[src/backlight_idle_dim_controller_macros.svh]
// Assertion macros shared by the backlight idle dim controller RTL.
`ifndef BACKLIGHT_IDLE_DIM_CONTROLLER_MACROS_SVH
`define BACKLIGHT_IDLE_DIM_CONTROLLER_MACROS_SVH

`ifndef ASSERT_OFF
// Same-cycle implication, checked at every rising edge outside reset.
`define BIDC_ASSERT_NOW(lbl, clk, rst, ante, cons, msg) \
  lbl: assert property (@(posedge clk) disable iff (rst) (ante) |-> (cons)) \
    else $error(msg);
// Next-cycle implication, checked at every rising edge outside reset.
`define BIDC_ASSERT_NEXT(lbl, clk, rst, ante, cons, msg) \
  lbl: assert property (@(posedge clk) disable iff (rst) (ante) |=> (cons)) \
    else $error(msg);
`else
`define BIDC_ASSERT_NOW(lbl, clk, rst, ante, cons, msg)
`define BIDC_ASSERT_NEXT(lbl, clk, rst, ante, cons, msg)
`endif

`endif

[src/bidc_pkg.sv]
// Types and constants of the backlight idle dim controller.
package bidc_pkg;

  typedef enum logic [1:0] {
    MODE_RESET  = 2'd0,
    MODE_SPLASH = 2'd1,
    MODE_LIT    = 2'd2,
    MODE_DIM    = 2'd3
  } mode_t;

  localparam logic [7:0] FULL_LEVEL = 8'd255;

  localparam int unsigned CFG_IDX_W = 2;
  localparam logic [CFG_IDX_W-1:0] CFG_SPLASH_SECONDS  = 2'd0;
  localparam logic [CFG_IDX_W-1:0] CFG_IDLE_SECONDS    = 2'd1;
  localparam logic [CFG_IDX_W-1:0] CFG_DIM_STEP_MILLIS = 2'd2;

  typedef struct packed {
    logic [15:0] splash_seconds;
    logic [15:0] idle_seconds;
    logic [15:0] dim_step_millis;
  } cfg_t;

  typedef struct packed {
    logic [31:0] now_seconds;
    logic [31:0] now_millis;
    logic        presence;
  } poll_t;

  typedef struct packed {
    mode_t       mode;
    logic [31:0] switch_time;
    logic [31:0] refresh_time;
    logic [31:0] dim_time;
    logic [7:0]  level;
  } ctrl_state_t;

  typedef struct packed {
    mode_t      mode;
    logic [7:0] light_level;
    logic       draw_splash;
    logic       refresh_view;
  } result_t;

endpackage

[src/bidc_poll_if.sv]
// Poll channel: timestamps and presence flag into the controller.
interface bidc_poll_if;
  logic        valid;
  logic        ready;
  logic [31:0] now_seconds;
  logic [31:0] now_millis;
  logic        presence;

  modport source (output valid, output now_seconds, output now_millis,
                  output presence, input ready);
  modport sink (input valid, input now_seconds, input now_millis,
                input presence, output ready);
endinterface

[src/bidc_result_if.sv]
// Result channel: mode, level and redraw pulses out of the controller.
interface bidc_result_if;
  logic       valid;
  logic       ready;
  logic [1:0] mode;
  logic [7:0] light_level;
  logic       draw_splash;
  logic       refresh_view;

  modport source (output valid, output mode, output light_level,
                  output draw_splash, output refresh_view, input ready);
  modport sink (input valid, input mode, input light_level,
                input draw_splash, input refresh_view, output ready);
endinterface

[src/bidc_cfg_if.sv]
// Configuration write channel: register index and write data.
interface bidc_cfg_if;
  logic        valid;
  logic        ready;
  logic [1:0]  index;
  logic [15:0] data;

  modport source (output valid, output index, output data, input ready);
  modport sink (input valid, input index, input data, output ready);
endinterface

[src/bidc_cfg_regs.sv]
// Configuration register file of the backlight idle dim controller.
module bidc_cfg_regs (
  input  logic          clk,
  input  logic          rst,
  bidc_cfg_if.sink      cfg,
  output bidc_pkg::cfg_t regs
);
  import bidc_pkg::*;

  // Always take a word; the user must write only while the controller is idle, the block does not enforce it
  assign cfg.ready = 1'b1;

  // Update the addressed register, drop unknown indexes
  always_ff @(posedge clk) begin
    if (rst) begin
      regs.splash_seconds  <= 16'd5;
      regs.idle_seconds    <= 16'd30;
      regs.dim_step_millis <= 16'd20;
    end else if (cfg.valid && cfg.ready) begin
      case (cfg.index)
        CFG_SPLASH_SECONDS:  regs.splash_seconds  <= cfg.data;
        CFG_IDLE_SECONDS:    regs.idle_seconds    <= cfg.data;
        CFG_DIM_STEP_MILLIS: regs.dim_step_millis <= cfg.data;
        default: ;
      endcase
    end
  end
endmodule

[src/bidc_step.sv]
// Next-state and result logic for one poll word of the controller.
module bidc_step (
  input  bidc_pkg::ctrl_state_t cur,
  input  bidc_pkg::cfg_t        cfg,
  input  bidc_pkg::poll_t       poll,
  output bidc_pkg::ctrl_state_t nxt,
  output bidc_pkg::result_t     res
);
  import bidc_pkg::*;

  logic [31:0] elapsed_s;
  logic [31:0] elapsed_ms;
  logic        refresh_due;
  logic        draw;
  logic        refresh;

  // Elapsed times wrap modulo 2^32; the refresh test is a plain compare
  assign elapsed_s   = poll.now_seconds - cur.switch_time;
  assign elapsed_ms  = poll.now_millis - cur.dim_time;
  assign refresh_due = poll.now_seconds > cur.refresh_time;

  // Advance the mode machine
  always_comb begin
    nxt     = cur;
    draw    = 1'b0;
    refresh = 1'b0;
    case (cur.mode)
      MODE_RESET: begin
        draw             = 1'b1;
        nxt.mode         = MODE_SPLASH;
        nxt.switch_time  = poll.now_seconds;
        nxt.refresh_time = poll.now_seconds;
      end
      MODE_SPLASH: begin
        if (elapsed_s > {16'd0, cfg.splash_seconds}) begin
          nxt.mode        = MODE_LIT;
          nxt.switch_time = poll.now_seconds;
        end
      end
      MODE_LIT: begin
        if (refresh_due) begin
          refresh          = 1'b1;
          nxt.refresh_time = poll.now_seconds;
        end
        if (elapsed_s > {16'd0, cfg.idle_seconds}) begin
          nxt.mode        = MODE_DIM;
          nxt.switch_time = poll.now_seconds;
          nxt.dim_time    = poll.now_millis;
        end
        // Presence restarts the idle timer
        if (poll.presence) begin
          nxt.switch_time = poll.now_seconds;
        end
      end
      MODE_DIM: begin
        if (refresh_due) begin
          refresh          = 1'b1;
          nxt.refresh_time = poll.now_seconds;
        end
        if (elapsed_ms > {16'd0, cfg.dim_step_millis} && cur.level != 8'd0) begin
          nxt.level    = cur.level - 8'd1;
          nxt.dim_time = poll.now_millis;
        end
        // Presence wakes the light back to full
        if (poll.presence) begin
          nxt.mode        = MODE_LIT;
          nxt.level       = FULL_LEVEL;
          nxt.switch_time = poll.now_seconds;
        end
      end
      default: begin
        nxt = cur;
      end
    endcase
  end

  assign res.mode         = nxt.mode;
  assign res.light_level  = nxt.level;
  assign res.draw_splash  = draw;
  assign res.refresh_view = refresh;
endmodule

[src/backlight_idle_dim_controller.sv]
// Top level of the backlight idle dim controller.
//
//   channel  dir  handshake        payload
//   poll     in   valid / ready    now_seconds, now_millis, presence
//   result   out  valid / ready    mode, light_level, draw_splash, refresh_view
//   cfg      in   valid / ready    index, data (always ready)
//
// One poll word per clock when the result is not stalled: input register,
// one pass of step logic, result register, which sets result valid when loaded.
// The step logic updates the controller state in the same edge that loads
// the result register, so each word sees the state left by the one before.
// A stalled result holds the input register; poll ready drops only when both
// registers are full and the result is not taken. Synchronous reset puts the
// controller in reset mode at full level and the registers at their defaults.
`include "backlight_idle_dim_controller_macros.svh"

module backlight_idle_dim_controller (
  input  logic            clk,
  input  logic            rst,
  bidc_poll_if.sink       poll,
  bidc_result_if.source   result,
  bidc_cfg_if.sink        cfg
);
  import bidc_pkg::*;

  cfg_t        cfg_regs;
  poll_t       in_q;
  logic        in_valid;
  ctrl_state_t state;
  ctrl_state_t state_next;
  result_t     step_res;
  result_t     out_q;
  logic        out_valid;
  logic        advance;

  bidc_cfg_regs u_cfg (
    .clk  (clk),
    .rst  (rst),
    .cfg  (cfg),
    .regs (cfg_regs)
  );

  bidc_step u_step (
    .cur  (state),
    .cfg  (cfg_regs),
    .poll (in_q),
    .nxt  (state_next),
    .res  (step_res)
  );

  // Move a word from the input register when the result register frees up
  assign advance    = in_valid && (!out_valid || result.ready);
  assign poll.ready = !in_valid || advance;

  // Hold the incoming poll word
  always_ff @(posedge clk) begin
    if (rst) begin
      in_valid <= 1'b0;
    end else if (poll.ready) begin
      in_valid <= poll.valid;
    end
  end

  always_ff @(posedge clk) begin
    if (poll.valid && poll.ready) begin
      in_q.now_seconds <= poll.now_seconds;
      in_q.now_millis  <= poll.now_millis;
      in_q.presence    <= poll.presence;
    end
  end

  // Commit controller state for each processed word
  always_ff @(posedge clk) begin
    if (rst) begin
      state.mode         <= MODE_RESET;
      state.switch_time  <= 32'd0;
      state.refresh_time <= 32'd0;
      state.dim_time     <= 32'd0;
      state.level        <= FULL_LEVEL;
    end else if (advance) begin
      state <= state_next;
    end
  end

  // Result register
  always_ff @(posedge clk) begin
    if (rst) begin
      out_valid <= 1'b0;
    end else if (advance) begin
      out_valid <= 1'b1;
    end else if (result.ready) begin
      out_valid <= 1'b0;
    end
  end

  always_ff @(posedge clk) begin
    if (advance) begin
      out_q <= step_res;
    end
  end

  assign result.valid        = out_valid;
  assign result.mode         = out_q.mode;
  assign result.light_level  = out_q.light_level;
  assign result.draw_splash  = out_q.draw_splash;
  assign result.refresh_view = out_q.refresh_view;

  // Checks on the controller's own behavior
  `BIDC_ASSERT_NEXT(a_advance_gives_result, clk, rst, advance, out_valid,
    "word processed but no result held")
  `BIDC_ASSERT_NOW(a_reset_mode_full, clk, rst, state.mode == MODE_RESET,
    state.level == FULL_LEVEL, "reset mode below full level")
  `BIDC_ASSERT_NOW(a_splash_only_entering, clk, rst, out_valid && out_q.draw_splash,
    out_q.mode == MODE_SPLASH, "splash drawn outside splash entry")
  `BIDC_ASSERT_NOW(a_refresh_when_shown, clk, rst, out_valid && out_q.refresh_view,
    out_q.mode == MODE_LIT || out_q.mode == MODE_DIM, "view refresh during reset or splash")
endmodule

[src/flat_wrapper.sv]
// flat-port wrapper written by rule: the top's interface ports become plain ports
module backlight_idle_dim_controller_flat import bidc_pkg::*;
  (clk, rst, poll_valid, poll_now_seconds, poll_now_millis, poll_presence, poll_ready, result_valid, result_mode, result_light_level, result_draw_splash, result_refresh_view, result_ready, cfg_valid, cfg_index, cfg_data, cfg_ready);
  bidc_poll_if poll_i ();
  bidc_result_if result_i ();
  bidc_cfg_if cfg_i ();
  input  logic clk;
  input  logic rst;
  input wire logic [$bits(poll_i.valid)-1:0] poll_valid;
  input wire logic [$bits(poll_i.now_seconds)-1:0] poll_now_seconds;
  input wire logic [$bits(poll_i.now_millis)-1:0] poll_now_millis;
  input wire logic [$bits(poll_i.presence)-1:0] poll_presence;
  output wire logic [$bits(poll_i.ready)-1:0] poll_ready;
  output wire logic [$bits(result_i.valid)-1:0] result_valid;
  output wire logic [$bits(result_i.mode)-1:0] result_mode;
  output wire logic [$bits(result_i.light_level)-1:0] result_light_level;
  output wire logic [$bits(result_i.draw_splash)-1:0] result_draw_splash;
  output wire logic [$bits(result_i.refresh_view)-1:0] result_refresh_view;
  input wire logic [$bits(result_i.ready)-1:0] result_ready;
  input wire logic [$bits(cfg_i.valid)-1:0] cfg_valid;
  input wire logic [$bits(cfg_i.index)-1:0] cfg_index;
  input wire logic [$bits(cfg_i.data)-1:0] cfg_data;
  output wire logic [$bits(cfg_i.ready)-1:0] cfg_ready;
  assign poll_i.valid = poll_valid;
  assign poll_i.now_seconds = poll_now_seconds;
  assign poll_i.now_millis = poll_now_millis;
  assign poll_i.presence = poll_presence;
  assign poll_ready = poll_i.ready;
  assign result_valid = result_i.valid;
  assign result_mode = result_i.mode;
  assign result_light_level = result_i.light_level;
  assign result_draw_splash = result_i.draw_splash;
  assign result_refresh_view = result_i.refresh_view;
  assign result_i.ready = result_ready;
  assign cfg_i.valid = cfg_valid;
  assign cfg_i.index = cfg_index;
  assign cfg_i.data = cfg_data;
  assign cfg_ready = cfg_i.ready;
  backlight_idle_dim_controller u_core (.clk(clk), .rst(rst), .poll(poll_i), .result(result_i), .cfg(cfg_i));
endmodule
[config.mk]
export PLATFORM = sky130hd
export DESIGN_NAME = backlight_idle_dim_controller_flat
export DESIGN_NICKNAME = d
export VERILOG_FILES = /design/src/bidc_pkg.sv /design/src/bidc_poll_if.sv /design/src/bidc_result_if.sv /design/src/bidc_cfg_if.sv /design/src/bidc_cfg_regs.sv /design/src/bidc_step.sv /design/src/backlight_idle_dim_controller.sv /design/src/flat_wrapper.sv
export VERILOG_INCLUDE_DIRS = /design/src /design/src/src
export SDC_FILE = /design/constraint.sdc
export NUM_CORES = 1
export LEC_CHECK = 0
export CAP_MARGIN = 25
export CELL_PAD_IN_SITES_DETAIL_PLACEMENT = 2
export CELL_PAD_IN_SITES_GLOBAL_PLACEMENT = 2
export CORE_MARGIN = 2
export CORE_UTILIZATION = 46
export CTS_BUF_LIST = sky130_fd_sc_hd__clkbuf_4
export CTS_CLUSTER_DIAMETER = 200
export DETAILED_ROUTE_END_ITERATION = 10
export DONT_BUFFER_PORTS = 1
export HOLD_SLACK_MARGIN = 0.15
export PLACE_DENSITY = 0.95
export SYNTH_ARGS = -nofsm -noshare
export SYNTH_HDL_FRONTEND = slang
export SYNTH_HIERARCHICAL = 1
export SYNTH_SLANG_ARGS = --single-unit
export TNS_END_PERCENT = 20
[constraint.sdc]
create_clock -name clk -period 9 [get_ports clk]
set_input_delay 1.35 -clock clk [delete_from_list [all_inputs] [get_ports clk]]
set_output_delay 1.35 -clock clk [all_outputs]
set_load 0.02 [all_outputs]
==> results of run 1 <==
[power by group through the flow]
stage,registers [mW],logic [mW],clock network [mW]
final,1.18,0.723,1.18
after global routing,1.19,0.757,1.25
after CTS,1.18,0.696,1.20
after detailed placement,1.20,0.632,0
after global placement,1.19,0.568,0
after floorplan,1.18,0.479,0
[flip-flops by register name, indices dropped and copies added, names as in the netlist]
register	count
u_core/u_cfg/regs	48
u_core/in_q	65
u_core/result.draw_splash	1
u_core/result.valid	1
u_core/result.refresh_view	1
u_core/in_valid	1
u_core/result.light_level	8
u_core/result.mode	2
u_core/state	106
[Yosys cell counts (11+ instances only)]
| master | count |
|---|---|
| sky130_fd_sc_hd__a211oi_1 | 17 |
| sky130_fd_sc_hd__a21o_1 | 26 |
| sky130_fd_sc_hd__a21oi_1 | 85 |
| sky130_fd_sc_hd__a31oi_1 | 12 |
| sky130_fd_sc_hd__buf_2 | 11 |
| sky130_fd_sc_hd__buf_4 | 22 |
| sky130_fd_sc_hd__buf_6 | 13 |
| sky130_fd_sc_hd__clkbuf_1 | 44 |
| sky130_fd_sc_hd__dfxtp_1 | 156 |
| sky130_fd_sc_hd__edfxtp_1 | 77 |
| sky130_fd_sc_hd__ha_1 | 144 |
| sky130_fd_sc_hd__inv_1 | 159 |
| sky130_fd_sc_hd__mux2_2 | 64 |
| sky130_fd_sc_hd__mux2_4 | 30 |
| sky130_fd_sc_hd__mux2i_1 | 161 |
| sky130_fd_sc_hd__nand2_1 | 79 |
| sky130_fd_sc_hd__nand2b_1 | 259 |
| sky130_fd_sc_hd__nand3_1 | 29 |
| sky130_fd_sc_hd__nand4_1 | 29 |
| sky130_fd_sc_hd__nor2_1 | 107 |
| sky130_fd_sc_hd__nor2b_1 | 16 |
| sky130_fd_sc_hd__nor3_1 | 19 |
| sky130_fd_sc_hd__nor4_1 | 13 |
| sky130_fd_sc_hd__o211ai_1 | 11 |
| sky130_fd_sc_hd__o21a_1 | 18 |
| sky130_fd_sc_hd__o21ai_0 | 58 |
| sky130_fd_sc_hd__xnor2_1 | 33 |
| sky130_fd_sc_hd__xor2_1 | 14 |
[final timing paths]
kind	start	endpoint	slack (ns)
worst max register to register	u_core/in_q[1]	u_core/state[8]	2.46
worst max-delay path	u_core/in_q[1]	u_core/state[8]	2.46
worst min register to register	u_core/u_cfg/regs[5]	u_core/u_cfg/regs[5]	0.50
worst min-delay path	u_core/u_cfg/regs[5]	u_core/u_cfg/regs[5]	0.50
[metal layers]
| metal | part of all wire | track usage |
|---|---|---|
| met3 | 0.050 | 0.0854 |
| met4 | 0.071 | 0.239 |
| met2 | 0.51 | 0.649 |
| met1 | 0.37 | 0.369 |
| met5 | 0 | 0 |
[worst max-delay path, cell delays in order (launching register included)]
cell	delay [ns]
sky130_fd_sc_hd__edfxtp_1	0.44
sky130_fd_sc_hd__inv_1	0.16
sky130_fd_sc_hd__ha_1	0.22
sky130_fd_sc_hd__inv_1	0.08
sky130_fd_sc_hd__fa_1	0.45
sky130_fd_sc_hd__a211oi_1	0.32
sky130_fd_sc_hd__o211ai_1	0.20
sky130_fd_sc_hd__and2_1	0.24
sky130_fd_sc_hd__a31oi_1	0.32
sky130_fd_sc_hd__o21bai_1	0.13
sky130_fd_sc_hd__a21oi_1	0.28
sky130_fd_sc_hd__xnor2_1	0.14
sky130_fd_sc_hd__ha_1	0.36
sky130_fd_sc_hd__nand4_1	0.25
sky130_fd_sc_hd__a2111oi_0	0.67
sky130_fd_sc_hd__nor4_1	0.13
sky130_fd_sc_hd__o211ai_1	0.20
sky130_fd_sc_hd__nor4_1	0.08
sky130_fd_sc_hd__and4_4	0.21
sky130_fd_sc_hd__nand2_1	0.10
sky130_fd_sc_hd__a32o_2	0.13
sky130_fd_sc_hd__buf_4	0.56
sky130_fd_sc_hd__mux2_2	0.43
sky130_fd_sc_hd__nand2b_1	0.08
sky130_fd_sc_hd__mux2i_1	0.08
[cell type report]
cell class              instances  share of cell area
multi-input cells            1346               0.573
clock inverters                16             0.00487
repair buffers                  9             0.00605
well taps                     468              0.0325
flip-flops and latches        233               0.302
inverters                     159              0.0332
clock buffers                 114              0.0475
diodes                          6            0.000834
[logic make-up after synthesis]
kind of cell	Yosys count
compound gates	298
xor+xnor	47
fa+ha+maj	146
buf+inv	255
flops	233
mux	255
other cells	1
simple gates	599
[through the flow]
stage	cell area [um2]	total power, mW	util	setup slack [ns]	std cells
after floorplan	16900	1.66	-	3.92	1834
after global placement	17000	1.76	0.466	3.44	2211
after detailed placement	17000	1.83	0.466	3.03	2211
after CTS	17900	3.08	0.492	2.63	2341
after global routing	18000	3.20	0.494	2.32	2348
final	18000	3.09	0.494	2.46	2351
==> flow_results.org, run 1 <==
** Power and ir drop
- Sw power :: 1.08 mW
- Proportion of power drawn by flip-flops and latches :: 0.383
- Dividing total power by cell area gives a power density of 172 mW/mm2.
- Worst IR drop on VDD :: 0.162 mV
- Clock network power share :: 0.383
- Power share of the combinational group :: 0.234
- Internal Pwr Total :: 2.01 mW
- Switching power as a share of total power :: 0.349
- For this design the static power due to leakage is 6.82 nW.

** Floorplanning
- The core region is 0.0364 mm2.
- Core Rows :: 70
- Measured along the x axis, the die boundary spans 196 um.
- Total die area :: 0.0383 mm2
- Effective utilization at floorplan :: 0.464
- Die Height :: 196 um
- Top-level port count :: 103

** Min path
- The min-delay analysis places its worst path in the category reg -> reg.
- The worst hold path passes through 2 cells.

** Synth
- Of all flip-flops after synthesis, the portion carrying an async set or reset was 0.
- Synthesized-area fraction occupied by xor and xnor cells :: 0.0243
- The synthesized design contains 77 enable-type register cells.
- Multiplexer area fraction after synthesis :: 0.165
- Compound-Gate Fraction of Synth Area :: 0.114
- Of the total synthesized cell area, the portion taken by full adders, half adders and majority gates is 0.109.
- Basic-gate share of the synthesized area counting and, or, nand and nor cells :: 0.196
- Syn avg cell area :: 9.22 um2
- After synthesis the cells add up to 0.0169 mm2.
- When the netlist entered floorplanning its net count stood at 2068.
- sky130_fd_sc_hd__dfxtp_1 takes more of the synthesized area than any other cell.
- The cell count after synthesis came out at 1834.
- Dominant combinational cell family by area after synthesis :: simple AND/OR/NAND/NOR gates
- The share of the Yosys chip area taken by registers is 0.321.
- Synth top area share :: 0.185
- Most common flop cell mapped by yosys :: sky130_fd_sc_hd__dfxtp_1
- For this run, the number of Yosys warnings is 6.
- Cell types occupying the most area after synthesis :: sky130_fd_sc_hd__dfxtp_1 (18%), sky130_fd_sc_hd__edfxtp_1 (14%), sky130_fd_sc_hd__ha_1 (11%)
- Synthesis-stage register bit count :: 233
- Number of unique standard cell types used by synthesis :: 84

** Finish
- Leaving out fill and tap cells, the most frequent cell in the layout is sky130_fd_sc_hd__nand2b_1.
- Relative to the synthesized area, the layout overhead comes to 6.44%.
- Top library cells by usage in the layout, fill and taps aside :: sky130_fd_sc_hd__nand2b_1 (259), sky130_fd_sc_hd__mux2i_1 (161), sky130_fd_sc_hd__inv_1 (159), sky130_fd_sc_hd__dfxtp_1 (156), sky130_fd_sc_hd__ha_1 (144)
- In the final layout, the multi-input gates occupy 0.0103 mm2.
- Fraction of final layout cells sized beyond drive strength 1 :: 0.132
- The net count of the finished layout is 2054.
- Sequential Area :: 0.00544 mm2
- Filler Cell Count :: 3822

** Place
- Detailed Place HPWL :: 41000 um
- Weighted congestion at the end of routability-driven global placement :: 0.899
- Number of port buffers :: 0

** Worst setup path
- Crit start category :: register
- Counting cells, the worst reg-to-reg path comes to 24.
- Type of destination of the critical path :: register
- Of all nets on the critical path, the largest fanout is 32.
- For the worst setup path, the data required time is 9.59 ns.
- Classification of the worst setup path :: reg -> reg
- Data on the critical path arrives at its endpoint at 7.13 ns.

** Route
- Dividing the detail-routed via count by the number of cells gives 6.33.
- DRC errors left :: 0
- The routed layout has 14871 vias.
- In the final routed layout, each cell accounts on average for 29.4 um.
- Count of TritonRoute iterations in the first routing pass :: 5
- Once detail routing completed, the nets flagged for antenna violations numbered 0.
- Post-Route WL :: 69200 um
- The detailed router finished its first iteration with 896 violations.

** Timing
- Maximum clock rate :: 153 MHz
- Worst Tran Pin Value :: 1.04 ns
- Relative max-transition margin :: 0.309
- Hold Violations, Final :: 0
- Final hold analysis gives a worst-case slack of 0.496 ns.
- Count of final setup violators :: 0
- Adding up every negative setup slack in the final design gives 0 ns.
- Unrepaired setup endpoints after global routing :: no
- Number of max-slew violations in the final report :: 0
- Min cycle time layout :: 6.54 ns
- Final period utilization :: 0.727
- Final Skew :: 0.104 ns

** Outcome
- The run finished with clean final reports.

** Clock tree
- After clock tree synthesis, the clock-pin slew on the worst setup and hold paths is 0.07 ns.
- CTS hold repair buffers :: 0
- At the later pin of the worst-skew pair, clock insertion delay measures 0.85 ns.
- Clock tree root buffer cell :: sky130_fd_sc_hd__clkbuf_4
- Htree depth :: 3
- After clock tree synthesis, the repair step resized 0 gates.
- Buffers inserted during clock tree synthesis total 71.
- CTS tree :: built
- Once the clock tree was built, the setup fixing pass inserted 0 buffers.
- The clock passes through at most 3 buffers.
- The tree built by TritonCTS fans out to 233 sinks.

** Flow run
- Max-cap violations in this run came to 0.

** GRT
- Vias in the first global route :: 17165
- The first global-routing pass estimated 105000 um of wire.
- Largest net degree at the start of global routing :: 283
- GR Util All Layers :: 0.359
- The number of antenna violations at the first check in global routing is 3.
- Grt total ovfl :: 0
No activity file was read; power rests on OpenSTA's default activity.
==> run 2: changes to the inputs <==
CORE_UTILIZATION = 42   (was 46)
PLACE_DENSITY = 0.9   (was 0.95)
clock period = 6.3 ns   (was 9 ns; I/O delays follow)
==> run 2 against run 1 <==
Net effect:
- power grew 41%
- clock skew shrank 0.022 ns
- clock-buffer cell count shrank 1
- clock power grew 43%
- combinational power grew 37%
- wire length shrank 8.3%
- cell count grew 3.2%
==> flow_results.org, run 2 (synthesis gave the netlist of run 1 again) <==
** Finish
- Number of nets in the finished design :: 2073
- Registers with the most flip-flops :: u_core/state (106), u_core/in_q (65), u_core/u_cfg/regs (48)
- Summed area of non-filler cells in the final layout :: 0.0183 mm2
- The top cell types in the final layout, fill and taps aside, are sky130_fd_sc_hd__nand2b_1 (259), sky130_fd_sc_hd__mux2i_1 (161), sky130_fd_sc_hd__inv_1 (159), sky130_fd_sc_hd__dfxtp_1 (156), sky130_fd_sc_hd__ha_1 (144).
- Most common cell after layout, fill and taps aside :: sky130_fd_sc_hd__nand2b_1
- Of the cells placed in the final design, the portion with a size suffix greater than 1 is 0.130.
- Reg with most FFs :: u_core/state
- Compared with the post-synthesis result, the final layout area differs by 8.15%.
- Counting the fill cells in the layout gives 4220.
- Flip-flop count of the largest register after layout :: 106
- Final non-filler cell total :: 2426

** Flow run
- Max-cap violations in this run came to 0.

** Clock tree
- Clock transition at the registers of the reported paths :: 0.08 ns
- Post-CTS timing repair inserted 0 buffers for setup.
- Insertion delay to the later sink of the worst-skew pair :: 0.85 ns
- Sinks on Clock Net :: 233
- Htree depth :: 3
- Clock Tree Buf Depth :: 3
- CTS placed an instance of sky130_fd_sc_hd__clkbuf_4 at the clock tree root.
- CTS tree :: built
- TritonCTS buffer count :: 70

** Min path
- The startpoint identified for the worst hold timing path is poll_now_seconds[0].
- Worst Hold Class :: in -> reg

** GRT
- The number of antenna violations at the first check in global routing is 6.
- Largest net degree at the start of global routing :: 283
- Vias in the first global route :: 16472
- In the global route stage, overall resource usage came out at 0.301.
- For this run the aggregate overflow at the end of global routing stands at 0.
- Wire length of the first global-routing pass :: 96500 um

** Place
- Cell Area, Placed :: 0.0171 mm2
- Number of placed cells counting well taps :: 2271
- Input and output buffers added on the ports amount to 0.
- Weighted congestion at the end of routability-driven global placement :: 0.904
- Detailed Place HPWL :: 39000 um

** Floorplanning
- Top-level port count :: 103
- Effective utilization at floorplan :: 0.426
- Die Height :: 205 um
- In this run the horizontal extent of the chip is 205 um.
- Area of the core :: 0.0397 mm2
- In this run the core area contains 73 standard-cell rows.
- The floorplan step defined a die boundary enclosing 0.0419 mm2.

** Worst setup path
- The critical path in this run is classified as reg -> reg.
- Start point of the critical path :: u_core/in_q[1]
- Worst flop-to-flop path startpoint :: u_core/in_q[1]
- Type of destination of the critical path :: register
- Reg-to-reg endpoint :: u_core/state[9]
- Crit start category :: register
- FF-to-FF setup slack :: 0.25 ns
- Counting cells, the worst reg-to-reg path comes to 24.
- The critical path ends at u_core/state[9].
- Along the worst path, the maximum fanout reaches 32.
- Arrival time worst endpoint :: 6.72 ns
- Data required time of the worst path :: 6.97 ns

** Outcome
- Outcome :: completed

** Timing
- The count of pins over their slew limit came to 0.
- The final number of hold-violating endpoints was 0.
- Final Skew :: 0.0816 ns
- For this run, the top clock speed supported by timing is 165 MHz.
- Setup repair after global routing left no endpoint under its margin.
- Min cycle time layout :: 6.05 ns
- Summed over all failing endpoints, the final setup total negative slack is 0 ns.
- Final period utilization :: 0.960
- Setup violations remaining at the end of the flow were counted as 0.
- Relative max-transition margin :: 0.342
- Tightest hold margin :: 0.209 ns
- Worst Tran Pin Value :: 0.962 ns

** Route
- The first detailed-routing pass ran for 5 iterations.
- Post-Route WL :: 63500 um
- DR vias :: 14418
- In the routed layout, each cell is associated on average with a via count of 5.94.
- Avg WL per Cell :: 26.2 um
- First-iteration detailed-routing DRC count :: 808
- The detail route stage leaves a number of antenna-violating nets equal to 0.
- DRC errors left :: 0

** Power and ir drop
- Static power due to leakage :: 6.89 nW
- Worst IR drop on VDD :: 0.145 mV
- For this design the ratio of total power to cell area is 239 mW/mm2.
- Total chip power :: 4.37 mW
-- run 2: critical path: stages (launching register included) --
cell and delay, ns:
sky130_fd_sc_hd__edfxtp_1 0.42, sky130_fd_sc_hd__inv_1 0.10, sky130_fd_sc_hd__ha_1 0.19, sky130_fd_sc_hd__inv_1 0.07, sky130_fd_sc_hd__fa_1 0.45, sky130_fd_sc_hd__a211oi_1 0.33, sky130_fd_sc_hd__o211ai_1 0.19, sky130_fd_sc_hd__and2_1 0.23
sky130_fd_sc_hd__a31oi_1 0.27, sky130_fd_sc_hd__o21bai_1 0.15, sky130_fd_sc_hd__a21oi_1 0.22, sky130_fd_sc_hd__xnor2_1 0.10, sky130_fd_sc_hd__ha_1 0.35, sky130_fd_sc_hd__nand4_1 0.22, sky130_fd_sc_hd__a2111oi_0 0.63, sky130_fd_sc_hd__nor4_1 0.12
sky130_fd_sc_hd__o211ai_1 0.25, sky130_fd_sc_hd__nor4_1 0.12, sky130_fd_sc_hd__and4_4 0.20, sky130_fd_sc_hd__nand2_1 0.10, sky130_fd_sc_hd__a32o_2 0.17, sky130_fd_sc_hd__buf_6 0.38, sky130_fd_sc_hd__mux2_2 0.41, sky130_fd_sc_hd__nand2b_1 0.09
sky130_fd_sc_hd__mux2i_1 0.08
-- run 2: repair_timing --
| action | 4_1_cts | 5_1_grt |
|---|---|---|
| hold buffers | 21 | 0 |
| hold endpoints to repair | 21 | 0 |
| setup endpoints to repair | 0 | 2 |
| gates resized for setup | 0 | 1 |
-- run 2: final cells by class --
type / count / area (um2) / area share
inverter: 159 / 597 / 0.0326
clock inverter: 16 / 114 / 0.00623
tap: 525 / 657 / 0.0359
antenna: 5 / 12.5 / 0.000684
clock buffer: 113 / 848 / 0.0464
multi-input combinational: 1346 / 10300 / 0.564
timing repair buffer: 29 / 310 / 0.0170
sequential: 233 / 5440 / 0.297
-- run 2: where the power goes --
group / internal (mW) / leakage (nW) / switching [mW]
clock network: 0.892 / 0.572 / 0.797
registers: 1.62 / 1.99 / 0.0664
logic: 0.393 / 4.33 / 0.600
-- run 2: worst min path at each step --
stage / cells after the start / endpoint / slack [ns]
after floorplan: 2 / u_core/u_cfg/regs[25] / 0.45
after CTS: 0 / u_core/in_q[33] / 0.15
after detailed placement: 2 / u_core/u_cfg/regs[26] / 0.47
after global routing: 0 / u_core/in_q[33] / 0.17
final: 0 / u_core/in_q[33] / 0.21
after global placement: 2 / u_core/u_cfg/regs[35] / 0.46
-- run 2: metal layers --
layer / wire, um / track usage / vias up
met2: 31700 / 0.531 / 533
met4: 3590 / 0.181 / 2
met1: 25100 / 0.329 / 7200
met5: 13 / 0 / -
li1: - / - / 6450
met3: 3110 / 0.0660 / 233
-- run 2: per-stage QoR --
step	setup WS, ns	utilization
floorplan	1.63	-
global placement	0.862	0.430
detailed placement	0.626	0.430
CTS	0.542	0.460
global route	0.0325	0.460
finish	0.250	0.460
